`src/hdl/sensor_dump_edge_reporter_core_defines.svh`:
```
// Assertion macros used by the sensor dump edge reporter back end.
`ifndef SENSOR_DUMP_EDGE_REPORTER_CORE_DEFINES_SVH
`define SENSOR_DUMP_EDGE_REPORTER_CORE_DEFINES_SVH

// Check that a condition implies another in the same cycle.
`define SDR_ASSERT_NOW(label, ante, cons, msg) \
  label: assert property (@(posedge clk) disable iff (!rst_n) (ante) |-> (cons)) \
    else $error(msg);

// Check that a condition implies another in the next cycle.
`define SDR_ASSERT_NEXT(label, ante, cons, msg) \
  label: assert property (@(posedge clk) disable iff (!rst_n) (ante) |=> (cons)) \
    else $error(msg);

`endif

```
`src/hdl/sdr_pkg.sv`:
```
// Shared types, constants and helpers of the sensor dump edge reporter.
`default_nettype none
package sdr_pkg;

  localparam int unsigned DUMP_BYTES_DEF   = 10;
  localparam int unsigned SENSORS_PER_BANK = 16;
  localparam int unsigned HALF_BANK        = SENSORS_PER_BANK / 2;
  localparam int unsigned IDX_W            = 4;
  localparam int unsigned BYTE_W           = 8;
  localparam int unsigned BIT_W            = 3;
  localparam int unsigned BANK_W           = 3;
  localparam int unsigned NUM_W            = 5;
  localparam int unsigned FLAT_W           = 7;
  localparam int unsigned HCNT_W           = 2;
  localparam int unsigned FIFO_DEPTH       = 2;

  typedef struct packed {
    logic [IDX_W-1:0]  byte_index;
    logic [BYTE_W-1:0] sensor_byte;
  } sdr_in_t;

  typedef struct packed {
    logic [BANK_W-1:0] bank;
    logic [NUM_W-1:0]  sensor_number;
    logic [FLAT_W-1:0] sensor_index;
    logic [FLAT_W-1:0] previous_index;
    logic              previous_valid;
    logic              last_event;
  } sdr_out_t;

  typedef struct packed {
    logic [IDX_W-1:0]  byte_index;
    logic [BYTE_W-1:0] rise_mask;
  } sdr_job_t;

  function automatic logic [NUM_W-1:0] number_in_bank(input logic odd_byte,
                                                      input logic [BIT_W-1:0] bitpos);
    logic [NUM_W-1:0] base;
    base = odd_byte ? NUM_W'(SENSORS_PER_BANK) : NUM_W'(HALF_BANK);
    return base - {{(NUM_W-BIT_W){1'b0}}, bitpos};
  endfunction

endpackage
`default_nettype wire

```
`src/hdl/sensor_dump_edge_reporter_core.sv`:
```
// Sensor dump edge reporter: top level joining front end, job queue and back end.
//
// Accepts one dump byte per cycle while full is low; the front end compares it
// with the stored levels and queues a job only when some bit rises. The back end
// emits one result per rising bit, lowest bit first, through a single output
// register, one per cycle while that register is free or popped; a byte has up
// to 8 rising bits, and bytes with no rising bit never reach the back end. The
// two-entry job queue lets input continue while the back end works or the
// result side stalls.
`default_nettype none
module sensor_dump_edge_reporter_core #(
  parameter int unsigned DUMP_BYTES = sdr_pkg::DUMP_BYTES_DEF
) (
  input  wire logic             clk,
  input  wire logic             rst_n,
  input  wire logic             push,
  output logic                  full,
  input  wire sdr_pkg::sdr_in_t in_item,
  output logic                  empty,
  input  wire logic             pop,
  output sdr_pkg::sdr_out_t     out_item
);

  logic              job_push;
  logic              job_full;
  sdr_pkg::sdr_job_t job_in;
  logic              job_pop;
  logic              job_valid;
  sdr_pkg::sdr_job_t job_out;

  sdr_front #(
    .DUMP_BYTES(DUMP_BYTES)
  ) u_front (
    .clk      (clk),
    .rst_n    (rst_n),
    .push     (push),
    .full     (full),
    .in_item  (in_item),
    .job_push (job_push),
    .job_full (job_full),
    .job      (job_in)
  );

  sdr_fifo u_fifo (
    .clk      (clk),
    .rst_n    (rst_n),
    .wr_en    (job_push),
    .wr_data  (job_in),
    .wr_full  (job_full),
    .rd_en    (job_pop),
    .rd_valid (job_valid),
    .rd_data  (job_out)
  );

  sdr_back u_back (
    .clk       (clk),
    .rst_n     (rst_n),
    .job_valid (job_valid),
    .job       (job_out),
    .job_pop   (job_pop),
    .empty     (empty),
    .pop       (pop),
    .out_item  (out_item)
  );

endmodule
`default_nettype wire

```
`src/hdl/sdr_front.sv`:
```
// Front end: level store, rising edge detection and job issue.
`default_nettype none
module sdr_front #(
  parameter int unsigned DUMP_BYTES = sdr_pkg::DUMP_BYTES_DEF
) (
  input  wire logic            clk,
  input  wire logic            rst_n,
  input  wire logic            push,
  output logic                 full,
  input  wire sdr_pkg::sdr_in_t in_item,
  output logic                 job_push,
  input  wire logic            job_full,
  output sdr_pkg::sdr_job_t    job
);

  localparam int unsigned LVL_AW = (DUMP_BYTES > 1) ? $clog2(DUMP_BYTES) : 1;

  logic [sdr_pkg::BYTE_W-1:0] levels_r [DUMP_BYTES];
  logic                       accept;
  logic                       in_range;
  logic [LVL_AW-1:0]          addr;
  logic [sdr_pkg::BYTE_W-1:0] old_level;

  assign full      = job_full;
  assign accept    = push && !job_full;
  assign in_range  = {1'b0, in_item.byte_index} < (sdr_pkg::IDX_W + 1)'(DUMP_BYTES);
  assign addr      = in_item.byte_index[LVL_AW-1:0];
  assign old_level = levels_r[addr];

  always_comb begin
    job.byte_index = in_item.byte_index;
    job.rise_mask  = in_item.sensor_byte & ~old_level;
    job_push       = accept && in_range && (job.rise_mask != '0);
  end

  always_ff @(posedge clk) begin
    if (!rst_n) begin
      for (int i = 0; i < DUMP_BYTES; i++) begin
        levels_r[i] <= '0;
      end
    end else if (accept && in_range) begin
      levels_r[addr] <= in_item.sensor_byte;
    end
  end

endmodule
`default_nettype wire

```
`src/hdl/sdr_fifo.sv`:
```
// Short job queue between front and back end.
`default_nettype none
module sdr_fifo (
  input  wire logic              clk,
  input  wire logic              rst_n,
  input  wire logic              wr_en,
  input  wire sdr_pkg::sdr_job_t wr_data,
  output logic                   wr_full,
  input  wire logic              rd_en,
  output logic                   rd_valid,
  output sdr_pkg::sdr_job_t      rd_data
);

  localparam int unsigned DEPTH = sdr_pkg::FIFO_DEPTH;
  localparam int unsigned PTR_W = (DEPTH > 1) ? $clog2(DEPTH) : 1;
  localparam int unsigned CNT_W = $clog2(DEPTH + 1);

  sdr_pkg::sdr_job_t mem_r [DEPTH];
  logic [PTR_W-1:0]  wr_ptr_r, wr_ptr_nxt;
  logic [PTR_W-1:0]  rd_ptr_r, rd_ptr_nxt;
  logic [CNT_W-1:0]  cnt_r, cnt_nxt;
  logic              do_wr, do_rd;

  assign wr_full  = (cnt_r == CNT_W'(DEPTH));
  assign rd_valid = (cnt_r != '0);
  assign rd_data  = mem_r[rd_ptr_r];
  assign do_wr    = wr_en && !wr_full;
  assign do_rd    = rd_en && rd_valid;

  always_comb begin
    wr_ptr_nxt = wr_ptr_r;
    rd_ptr_nxt = rd_ptr_r;
    cnt_nxt    = cnt_r;
    if (do_wr) begin
      wr_ptr_nxt = (wr_ptr_r == PTR_W'(DEPTH - 1)) ? '0 : wr_ptr_r + 1'b1;
    end
    if (do_rd) begin
      rd_ptr_nxt = (rd_ptr_r == PTR_W'(DEPTH - 1)) ? '0 : rd_ptr_r + 1'b1;
    end
    if (do_wr && !do_rd) begin
      cnt_nxt = cnt_r + 1'b1;
    end else if (do_rd && !do_wr) begin
      cnt_nxt = cnt_r - 1'b1;
    end
  end

  always_ff @(posedge clk) begin
    if (!rst_n) begin
      wr_ptr_r <= '0;
      rd_ptr_r <= '0;
      cnt_r    <= '0;
    end else begin
      wr_ptr_r <= wr_ptr_nxt;
      rd_ptr_r <= rd_ptr_nxt;
      cnt_r    <= cnt_nxt;
    end
  end

  always_ff @(posedge clk) begin
    if (do_wr) begin
      mem_r[wr_ptr_r] <= wr_data;
    end
  end

endmodule
`default_nettype wire

```
`src/hdl/sdr_back.sv`:
```
// Back end: event walk over rising bits, trigger history and result register.
`default_nettype none
`include "sensor_dump_edge_reporter_core_defines.svh"
module sdr_back (
  input  wire logic              clk,
  input  wire logic              rst_n,
  input  wire logic              job_valid,
  input  wire sdr_pkg::sdr_job_t job,
  output logic                   job_pop,
  output logic                   empty,
  input  wire logic              pop,
  output sdr_pkg::sdr_out_t      out_item
);

  logic                          cur_valid_r, cur_valid_nxt;
  logic [sdr_pkg::IDX_W-1:0]     cur_idx_r, cur_idx_nxt;
  logic [sdr_pkg::BYTE_W-1:0]    cur_mask_r, cur_mask_nxt;
  logic [sdr_pkg::FLAT_W-1:0]    hist0_r, hist0_nxt;
  logic [sdr_pkg::FLAT_W-1:0]    hist1_r, hist1_nxt;
  logic [sdr_pkg::HCNT_W-1:0]    hcnt_r, hcnt_nxt;
  logic                          out_valid_r, out_valid_nxt;
  sdr_pkg::sdr_out_t             out_r, out_nxt;

  logic [sdr_pkg::BIT_W-1:0]     bitpos;
  logic [sdr_pkg::BYTE_W-1:0]    lowbit;
  logic [sdr_pkg::BYTE_W-1:0]    rem_mask;
  logic [sdr_pkg::FLAT_W-1:0]    flat;
  logic [sdr_pkg::FLAT_W-1:0]    prev;
  logic                          pvalid;
  logic                          out_free;
  logic                          emit;
  logic                          cur_done;

  assign empty    = !out_valid_r;
  assign out_item = out_r;
  assign out_free = !out_valid_r || pop;
  assign emit     = cur_valid_r && out_free;
  assign lowbit   = cur_mask_r & (~cur_mask_r + 1'b1);
  assign rem_mask = cur_mask_r & ~lowbit;
  assign cur_done = emit && (rem_mask == '0);
  assign job_pop  = job_valid && (!cur_valid_r || cur_done);
  assign flat     = {cur_idx_r, bitpos};

  always_comb begin
    bitpos = '0;
    for (int i = sdr_pkg::BYTE_W - 1; i >= 0; i--) begin
      if (cur_mask_r[i]) begin
        bitpos = sdr_pkg::BIT_W'(i);
      end
    end
  end

  // advance history on each emitted event
  always_comb begin
    hist0_nxt = hist0_r;
    hist1_nxt = hist1_r;
    hcnt_nxt  = hcnt_r;
    prev      = '0;
    pvalid    = 1'b0;
    if (emit) begin
      case (hcnt_r)
        2'd0: begin
          hist0_nxt = flat;
          hcnt_nxt  = 2'd1;
        end
        2'd1: begin
          hist1_nxt = flat;
          hcnt_nxt  = 2'd2;
          prev      = hist0_r;
          pvalid    = 1'b1;
        end
        default: begin
          hist0_nxt = hist1_r;
          hist1_nxt = flat;
          prev      = hist1_r;
          pvalid    = 1'b1;
        end
      endcase
    end
  end

  always_comb begin
    cur_valid_nxt = cur_valid_r;
    cur_idx_nxt   = cur_idx_r;
    cur_mask_nxt  = cur_mask_r;
    if (emit) begin
      cur_mask_nxt = rem_mask;
    end
    if (cur_done) begin
      cur_valid_nxt = 1'b0;
    end
    if (job_pop) begin
      cur_valid_nxt = 1'b1;
      cur_idx_nxt   = job.byte_index;
      cur_mask_nxt  = job.rise_mask;
    end
  end

  always_comb begin
    out_valid_nxt = out_valid_r;
    out_nxt       = out_r;
    if (pop) begin
      out_valid_nxt = 1'b0;
    end
    if (emit) begin
      out_valid_nxt          = 1'b1;
      out_nxt.bank           = cur_idx_r[sdr_pkg::IDX_W-1:1];
      out_nxt.sensor_number  = sdr_pkg::number_in_bank(cur_idx_r[0], bitpos);
      out_nxt.sensor_index   = flat;
      out_nxt.previous_index = prev;
      out_nxt.previous_valid = pvalid;
      out_nxt.last_event     = (rem_mask == '0);
    end
  end

  always_ff @(posedge clk) begin
    if (!rst_n) begin
      cur_valid_r <= 1'b0;
      hist0_r     <= '0;
      hist1_r     <= '0;
      hcnt_r      <= '0;
      out_valid_r <= 1'b0;
    end else begin
      cur_valid_r <= cur_valid_nxt;
      hist0_r     <= hist0_nxt;
      hist1_r     <= hist1_nxt;
      hcnt_r      <= hcnt_nxt;
      out_valid_r <= out_valid_nxt;
    end
  end

  always_ff @(posedge clk) begin
    cur_idx_r  <= cur_idx_nxt;
    cur_mask_r <= cur_mask_nxt;
    out_r      <= out_nxt;
  end

  `SDR_ASSERT_NOW(a_cur_has_bits, cur_valid_r, cur_mask_r != '0, "active job with no rising bits")
  `SDR_ASSERT_NOW(a_hcnt_range, 1'b1, hcnt_r <= 2'd2, "history count above two")
  `SDR_ASSERT_NOW(a_prev_zero, out_valid_r && !out_r.previous_valid,
    out_r.previous_index == '0, "previous index set without history")
  `SDR_ASSERT_NEXT(a_emit_shows, emit, out_valid_r, "emitted event not registered")

endmodule
`default_nettype wire
```
`config.mk`:
```
export PLATFORM = sky130hd
export DESIGN_NAME = sensor_dump_edge_reporter_core
export DESIGN_NICKNAME = d
export VERILOG_FILES = /design/src/hdl/sdr_pkg.sv /design/src/hdl/sensor_dump_edge_reporter_core.sv /design/src/hdl/sdr_front.sv /design/src/hdl/sdr_fifo.sv /design/src/hdl/sdr_back.sv
export VERILOG_INCLUDE_DIRS = /design/src /design/src/hdl
export SDC_FILE = /design/constraint.sdc
export NUM_CORES = 1
export LEC_CHECK = 0
export ABC_CLOCK_PERIOD_IN_PS = 3000
export BUFFER_PORTS_ARGS = -buffer_cell sky130_fd_sc_hd__buf_4
export CAP_MARGIN = 40
export CELL_PAD_IN_SITES_DETAIL_PLACEMENT = 1
export CELL_PAD_IN_SITES_GLOBAL_PLACEMENT = 2
export CORE_ASPECT_RATIO = 1.25
export CORE_UTILIZATION = 40
export DETAILED_ROUTE_END_ITERATION = 7
export HOLD_SLACK_MARGIN = 0.05
export PLACE_DENSITY_LB_ADDON = 0.1
export SLEW_MARGIN = 15
export SYNTH_ARGS = -nofsm -noshare
export SYNTH_HDL_FRONTEND = slang
export SYNTH_SLANG_ARGS = --single-unit
```
`constraint.sdc`:
```
create_clock -name clk -period 3 [get_ports clk]
set_input_delay 0.45 -clock clk [delete_from_list [all_inputs] [get_ports clk]]
set_output_delay 0.45 -clock clk [all_outputs]
set_load 0.005 [all_outputs]
```
==> metrics.txt <==
# TYPE chip_impl_metric gauge
chip_impl_info{name="run_status",value="complete, no violations"} 1
chip_impl_metric{name="drtIter0Drc",unit=""} 270
chip_impl_metric{name="asyncSetResetFlopFracSynth",unit="%"} 0
chip_impl_metric{name="ff_to_ff_setup_slack",unit="ps"} 410
chip_impl_metric{name="vias",unit=""} 5474
chip_impl_metric{name="crit_cells",unit=""} 7
chip_impl_metric{name="syn-instance-count",unit=""} 627
chip_impl_metric{name="placed_cells_incl_taps",unit=""} 1022
chip_impl_metric{name="antenna_cells",unit=""} 0
chip_impl_metric{name="syn2layout_area_growth",unit="%"} 21.3
chip_impl_info{name="cp-end-kind",value="flop"} 1
chip_impl_metric{name="synth.avg_cell_area",unit="um^2"} 14.0
chip_impl_metric{name="synth-edff-count",unit=""} 184
chip_impl_metric{name="maximum_number_of_pins_on_one_net_before_global_route_repair",unit=""} 36
chip_impl_metric{name="synth_seq_cells",unit=""} 207
chip_impl_metric{name="final_hold_viol_count",unit=""} 0
chip_impl_metric{name="fin_area",unit="mm^2"} 0.0107
chip_impl_metric{name="slowest_delay",unit="ps"} 570
chip_impl_metric{name="total_routing_resource_utilization_after_global_routing",unit="%"} 19.4
chip_impl_metric{name="timing_worst_slew_pin_value",unit="ps"} 641
chip_impl_metric{name="seq_area",unit="mm^2"} 0.00599
chip_impl_metric{name="io_pins",unit=""} 42
chip_impl_info{name="clock_tree_from_tritoncts",value="done"} 1
chip_impl_metric{name="critical_path_required",unit="ps"} 3240
chip_impl_info{name="clock_tree.root_cell",value="sky130_fd_sc_hd__clkbuf_16"} 1
chip_impl_metric{name="grt_pass1_wl",unit="um"} 32900
chip_impl_info{name="cp-endpoint",value="u_back.cur_mask_r[5]$_DFFE_PP_"} 1
chip_impl_metric{name="worst_r2r_path_depth",unit=""} 7
chip_impl_metric{name="overflow",unit=""} 0
chip_impl_metric{name="total_number_of_placement_rows",unit=""} 60
chip_impl_metric{name="vias_per_cell",unit=""} 5.15
chip_impl_metric{name="grt_antenna_before_repair",unit=""} 0
chip_impl_metric{name="first_global_vias",unit=""} 5853
chip_impl_metric{name="place_hpwl",unit="um"} 15100
chip_impl_metric{name="finalNetCount",unit=""} 785
chip_impl_metric{name="powerDensity",unit="mW/mm^2"} 648
chip_impl_metric{name="postCtsSetupBuffers",unit=""} 0
chip_impl_metric{name="clk_pin_slew",unit="ps"} 60
chip_impl_metric{name="power.leakage",unit="uW"} 0.00405
chip_impl_info{name="path_cells",value="or4_4, o32ai_4, o211ai_2, a21o_1, buf_4, o211ai_1, o21ai_0"} 1
chip_impl_metric{name="tritoncts_buffer_count",unit=""} 23
chip_impl_metric{name="port_buffers",unit=""} 41
chip_impl_metric{name="finish.cell_count_without_fillers",unit=""} 1063
chip_impl_metric{name="setup_viol",unit=""} 0
chip_impl_metric{name="synthesis.area",unit="mm^2"} 0.00878
chip_impl_info{name="worstHoldPathType",value="input pin to flop"} 1
chip_impl_metric{name="maxClockFrequency",unit="MHz"} 386
chip_impl_metric{name="hold-worst-slack",unit="ps"} 394
chip_impl_metric{name="worst-path-max-fanout",unit=""} 10
chip_impl_metric{name="synth-seq-area-share",unit="%"} 68.1
chip_impl_metric{name="post-route-drc-count",unit=""} 0
chip_impl_metric{name="synth_cell_types",unit=""} 58
chip_impl_info{name="layout.cells.most_common_list",value="184 x sky130_fd_sc_hd__edfxtp_1, 100 x sky130_fd_sc_hd__buf_4, 90 x sky130_fd_sc_hd__nor2_1"} 1
chip_impl_info{name="commonest_non_fill_non_tap_cell_in_the_layout",value="sky130_fd_sc_hd__edfxtp_1"} 1
chip_impl_metric{name="postPlaceCellArea",unit="mm^2"} 0.00992
chip_impl_metric{name="fill_cells",unit=""} 2158
chip_impl_metric{name="antenna_violating_nets_post_route",unit=""} 0
chip_impl_info{name="rsz0062_at_grt",value="false"} 1
chip_impl_metric{name="floorplan.die.height",unit="um"} 168
chip_impl_metric{name="drive_above_1_share",unit="%"} 21.6
chip_impl_info{name="cell_with_the_biggest_individual_delay_on_the_critical_path",value="sky130_fd_sc_hd__or4_4"} 1
chip_impl_metric{name="coreArea",unit="mm^2"} 0.0215
chip_impl_metric{name="irDropWorstVdd",unit="V"} 0.000392
chip_impl_metric{name="ctsResizeCount",unit=""} 0
chip_impl_metric{name="skew",unit="ps"} 6.09
chip_impl_metric{name="yosys_synthesis_warning_count",unit=""} 0
chip_impl_metric{name="drv_slew",unit=""} 0
chip_impl_metric{name="timing.critical_path.arrival",unit="ps"} 2840
chip_impl_metric{name="number_of_buffer_and_inverter_instances_along_the_worst_setup_path",unit=""} 1
chip_impl_metric{name="crit_share_post_route",unit="%"} 86.5
chip_impl_info{name="criticalPathCategory",value="flop to flop"} 1
chip_impl_metric{name="maxCapViolations",unit=""} 0
chip_impl_info{name="r2r-end",value="u_back.cur_mask_r[5]$_DFFE_PP_"} 1
chip_impl_info{name="reg2reg_from",value="u_back.cur_mask_r[3]$_DFFE_PP_"} 1
chip_impl_metric{name="clock_insertion_delay_worst_skew",unit="ps"} 500
chip_impl_metric{name="totalNegativeSetupSlack",unit="ps"} 0
chip_impl_info{name="cp-start-kind",value="flop"} 1
chip_impl_metric{name="multi_input_area",unit="mm^2"} 0.00270
chip_impl_metric{name="clk_path_buf_depth",unit=""} 3
chip_impl_metric{name="first_pass_iters",unit=""} 4
chip_impl_metric{name="initial_core_util",unit="%"} 40.8
chip_impl_info{name="synth_top_flop_cell",value="sky130_fd_sc_hd__edfxtp_1"} 1
chip_impl_metric{name="slew-limit-headroom",unit="%"} 57.2
chip_impl_metric{name="layout_min_cycle_time",unit="ps"} 2590
chip_impl_info{name="critical-path-top-delay-family",value="compound AO/OA/AOI/OAI gates"} 1
chip_impl_metric{name="die_area",unit="mm^2"} 0.0226
chip_impl_metric{name="die_width",unit="um"} 135
chip_impl_metric{name="gp_routability_congestion",unit=""} 0.753
chip_impl_metric{name="cts_hold_buf",unit=""} 0
chip_impl_metric{name="detail_route.wl_per_cell",unit="um"} 19.8
chip_impl_metric{name="clkSinkCount",unit=""} 207
chip_impl_metric{name="ctsHtreeMaxLevel",unit=""} 1
chip_impl_info{name="crit_path_start",value="u_back.cur_mask_r[3]$_DFFE_PP_"} 1
chip_impl_metric{name="postRouteWirelength",unit="um"} 21000
worst min-delay path by stage:
stage                                   start                                    to  slack (ps)  depth (start not counted)
2_1_floorplan   u_back.cur_idx_r[3]$_DFFE_PP_         u_back.out_item[15]$_DFFE_PP_         450                          0
3_3_place_gp   u_back.hist1_r[0]$_SDFFE_PN0P_        u_back.hist1_r[0]$_SDFFE_PN0P_         470                          2
3_5_place_dp   u_back.hist1_r[0]$_SDFFE_PN0P_        u_back.hist1_r[0]$_SDFFE_PN0P_         480                          2
4_1_cts                                   pop       u_back.out_valid_r$_SDFFE_PN0P_         390                          3
5_1_grt                            in_item[1]  u_front.levels_r[8][1]$_SDFFCE_PN0P_         420                          3
6_report                                  pop       u_back.out_valid_r$_SDFFE_PN0P_         390                          3
Yosys cell counts (2+ instances only):
cell                       number  area share [%]
sky130_fd_sc_hd__a21boi_0       9            0.77
sky130_fd_sc_hd__o31ai_1        2            0.17
sky130_fd_sc_hd__inv_1         23            0.98
sky130_fd_sc_hd__mux2i_1       34             3.9
sky130_fd_sc_hd__and3_1         6            0.43
sky130_fd_sc_hd__o211a_1        5            0.57
sky130_fd_sc_hd__or3b_1         2            0.20
sky130_fd_sc_hd__mux2_2         4            0.51
sky130_fd_sc_hd__nand4b_1       2            0.20
sky130_fd_sc_hd__o21ai_1        2            0.11
sky130_fd_sc_hd__a211oi_2       3            0.43
sky130_fd_sc_hd__buf_4          8            0.68
sky130_fd_sc_hd__edfxtp_1     184              63
sky130_fd_sc_hd__maj3_1         2            0.23
sky130_fd_sc_hd__nor2b_1        8            0.57
sky130_fd_sc_hd__a221oi_1       4            0.40
sky130_fd_sc_hd__buf_2          6            0.34
sky130_fd_sc_hd__mux4_2        20             5.1
sky130_fd_sc_hd__a22o_1         5            0.50
sky130_fd_sc_hd__nor3_1         9            0.51
sky130_fd_sc_hd__a21oi_1        8            0.46
sky130_fd_sc_hd__a211oi_1       3            0.26
sky130_fd_sc_hd__nor2_1        90             3.8
sky130_fd_sc_hd__and2_1         9            0.64
sky130_fd_sc_hd__clkbuf_1      15            0.64
sky130_fd_sc_hd__buf_6          3            0.38
sky130_fd_sc_hd__or3_1          3            0.21
sky130_fd_sc_hd__xnor2_1        2            0.20
sky130_fd_sc_hd__nand2_1       58             2.5
sky130_fd_sc_hd__o211ai_1       4            0.34
sky130_fd_sc_hd__o21ai_0       16            0.91
sky130_fd_sc_hd__xor2_1         3            0.30
sky130_fd_sc_hd__nand2b_1      11            0.78
sky130_fd_sc_hd__dfxtp_1       23             5.2
sky130_fd_sc_hd__nand3_1       11            0.63
sky130_fd_sc_hd__o221ai_1       8            0.80
final cells by class:
| class | instances | area share (%) |
|---|---|---|
| flip-flops and latches | 207 | 56.2 |
| multi-input cells | 411 | 25.4 |
| repair buffers | 102 | 7.42 |
| clock buffers | 27 | 5.54 |
| well taps | 279 | 3.28 |
| clock inverters | 14 | 1.40 |
| inverters | 23 | 0.810 |
registers in the layout, summed over array words and instances (netlist names), 2 cells and up, named ones only:
name	count
u_back.cur_mask_r	8
u_back.hist0_r	7
u_back.cur_idx_r	4
u_front.levels_r	128
u_back.out_item	20
u_fifo.cnt_r	2
u_back.hist1_r	7
u_fifo.mem_r	24
u_back.hcnt_r	2
where the power goes:
part	leakage [uW]	total, uW	internal [uW]	switching (uW)
clock network	0.000359	2780	1670	1110
registers	0.00202	3440	3340	99.2
logic	0.00167	681	297	384
total	0.00405	6900	5300	1600
worst reg2reg max path: stages, from the launching register on:
cell	delay, ps
sky130_fd_sc_hd__edfxtp_1	470
sky130_fd_sc_hd__or4_4	570
sky130_fd_sc_hd__o32ai_4	320
sky130_fd_sc_hd__o211ai_2	210
sky130_fd_sc_hd__a21o_1	340
sky130_fd_sc_hd__buf_4	220
sky130_fd_sc_hd__o211ai_1	90
sky130_fd_sc_hd__o21ai_0	110
logic make-up (layout without fill, tap and decap cells):
kind of cell | after synthesis | in the layout | share of synthesized area, %
AND/OR/NAND/NOR | 216 | 216 | 11.2
flip-flops | 207 | 207 | 68.1
AO/OA/AOI/OAI | 81 | 81 | 7.14
multiplexers | 58 | 58 | 9.52
buffers and inverters | 56 | 166 | 3.08
XOR/XNOR | 5 | 5 | 0.499
adder cells (fa/ha/maj) | 3 | 3 | 0.370
other | 1 | 48 | 0.0427
through the flow:
stage	util, %	setup slack, ps	power (uW)
finish	49.5	406	6900
global route	49.5	268	7150
CTS	49.5	399	6990
detailed placement	46.0	-38.4	4190
global placement	46.0	10.5	4160
floorplan	-	70.6	3890
routing by layer:
layer	vias to the layer above	track usage, %	wire (um)
met5	-	0	0
met4	0	8.94	980
met3	44	2.63	737
met2	102	36.4	11300
met1	2756	21.5	8030
li1	2572	-	-
Note: power is estimated with default switching activity, not from simulation.
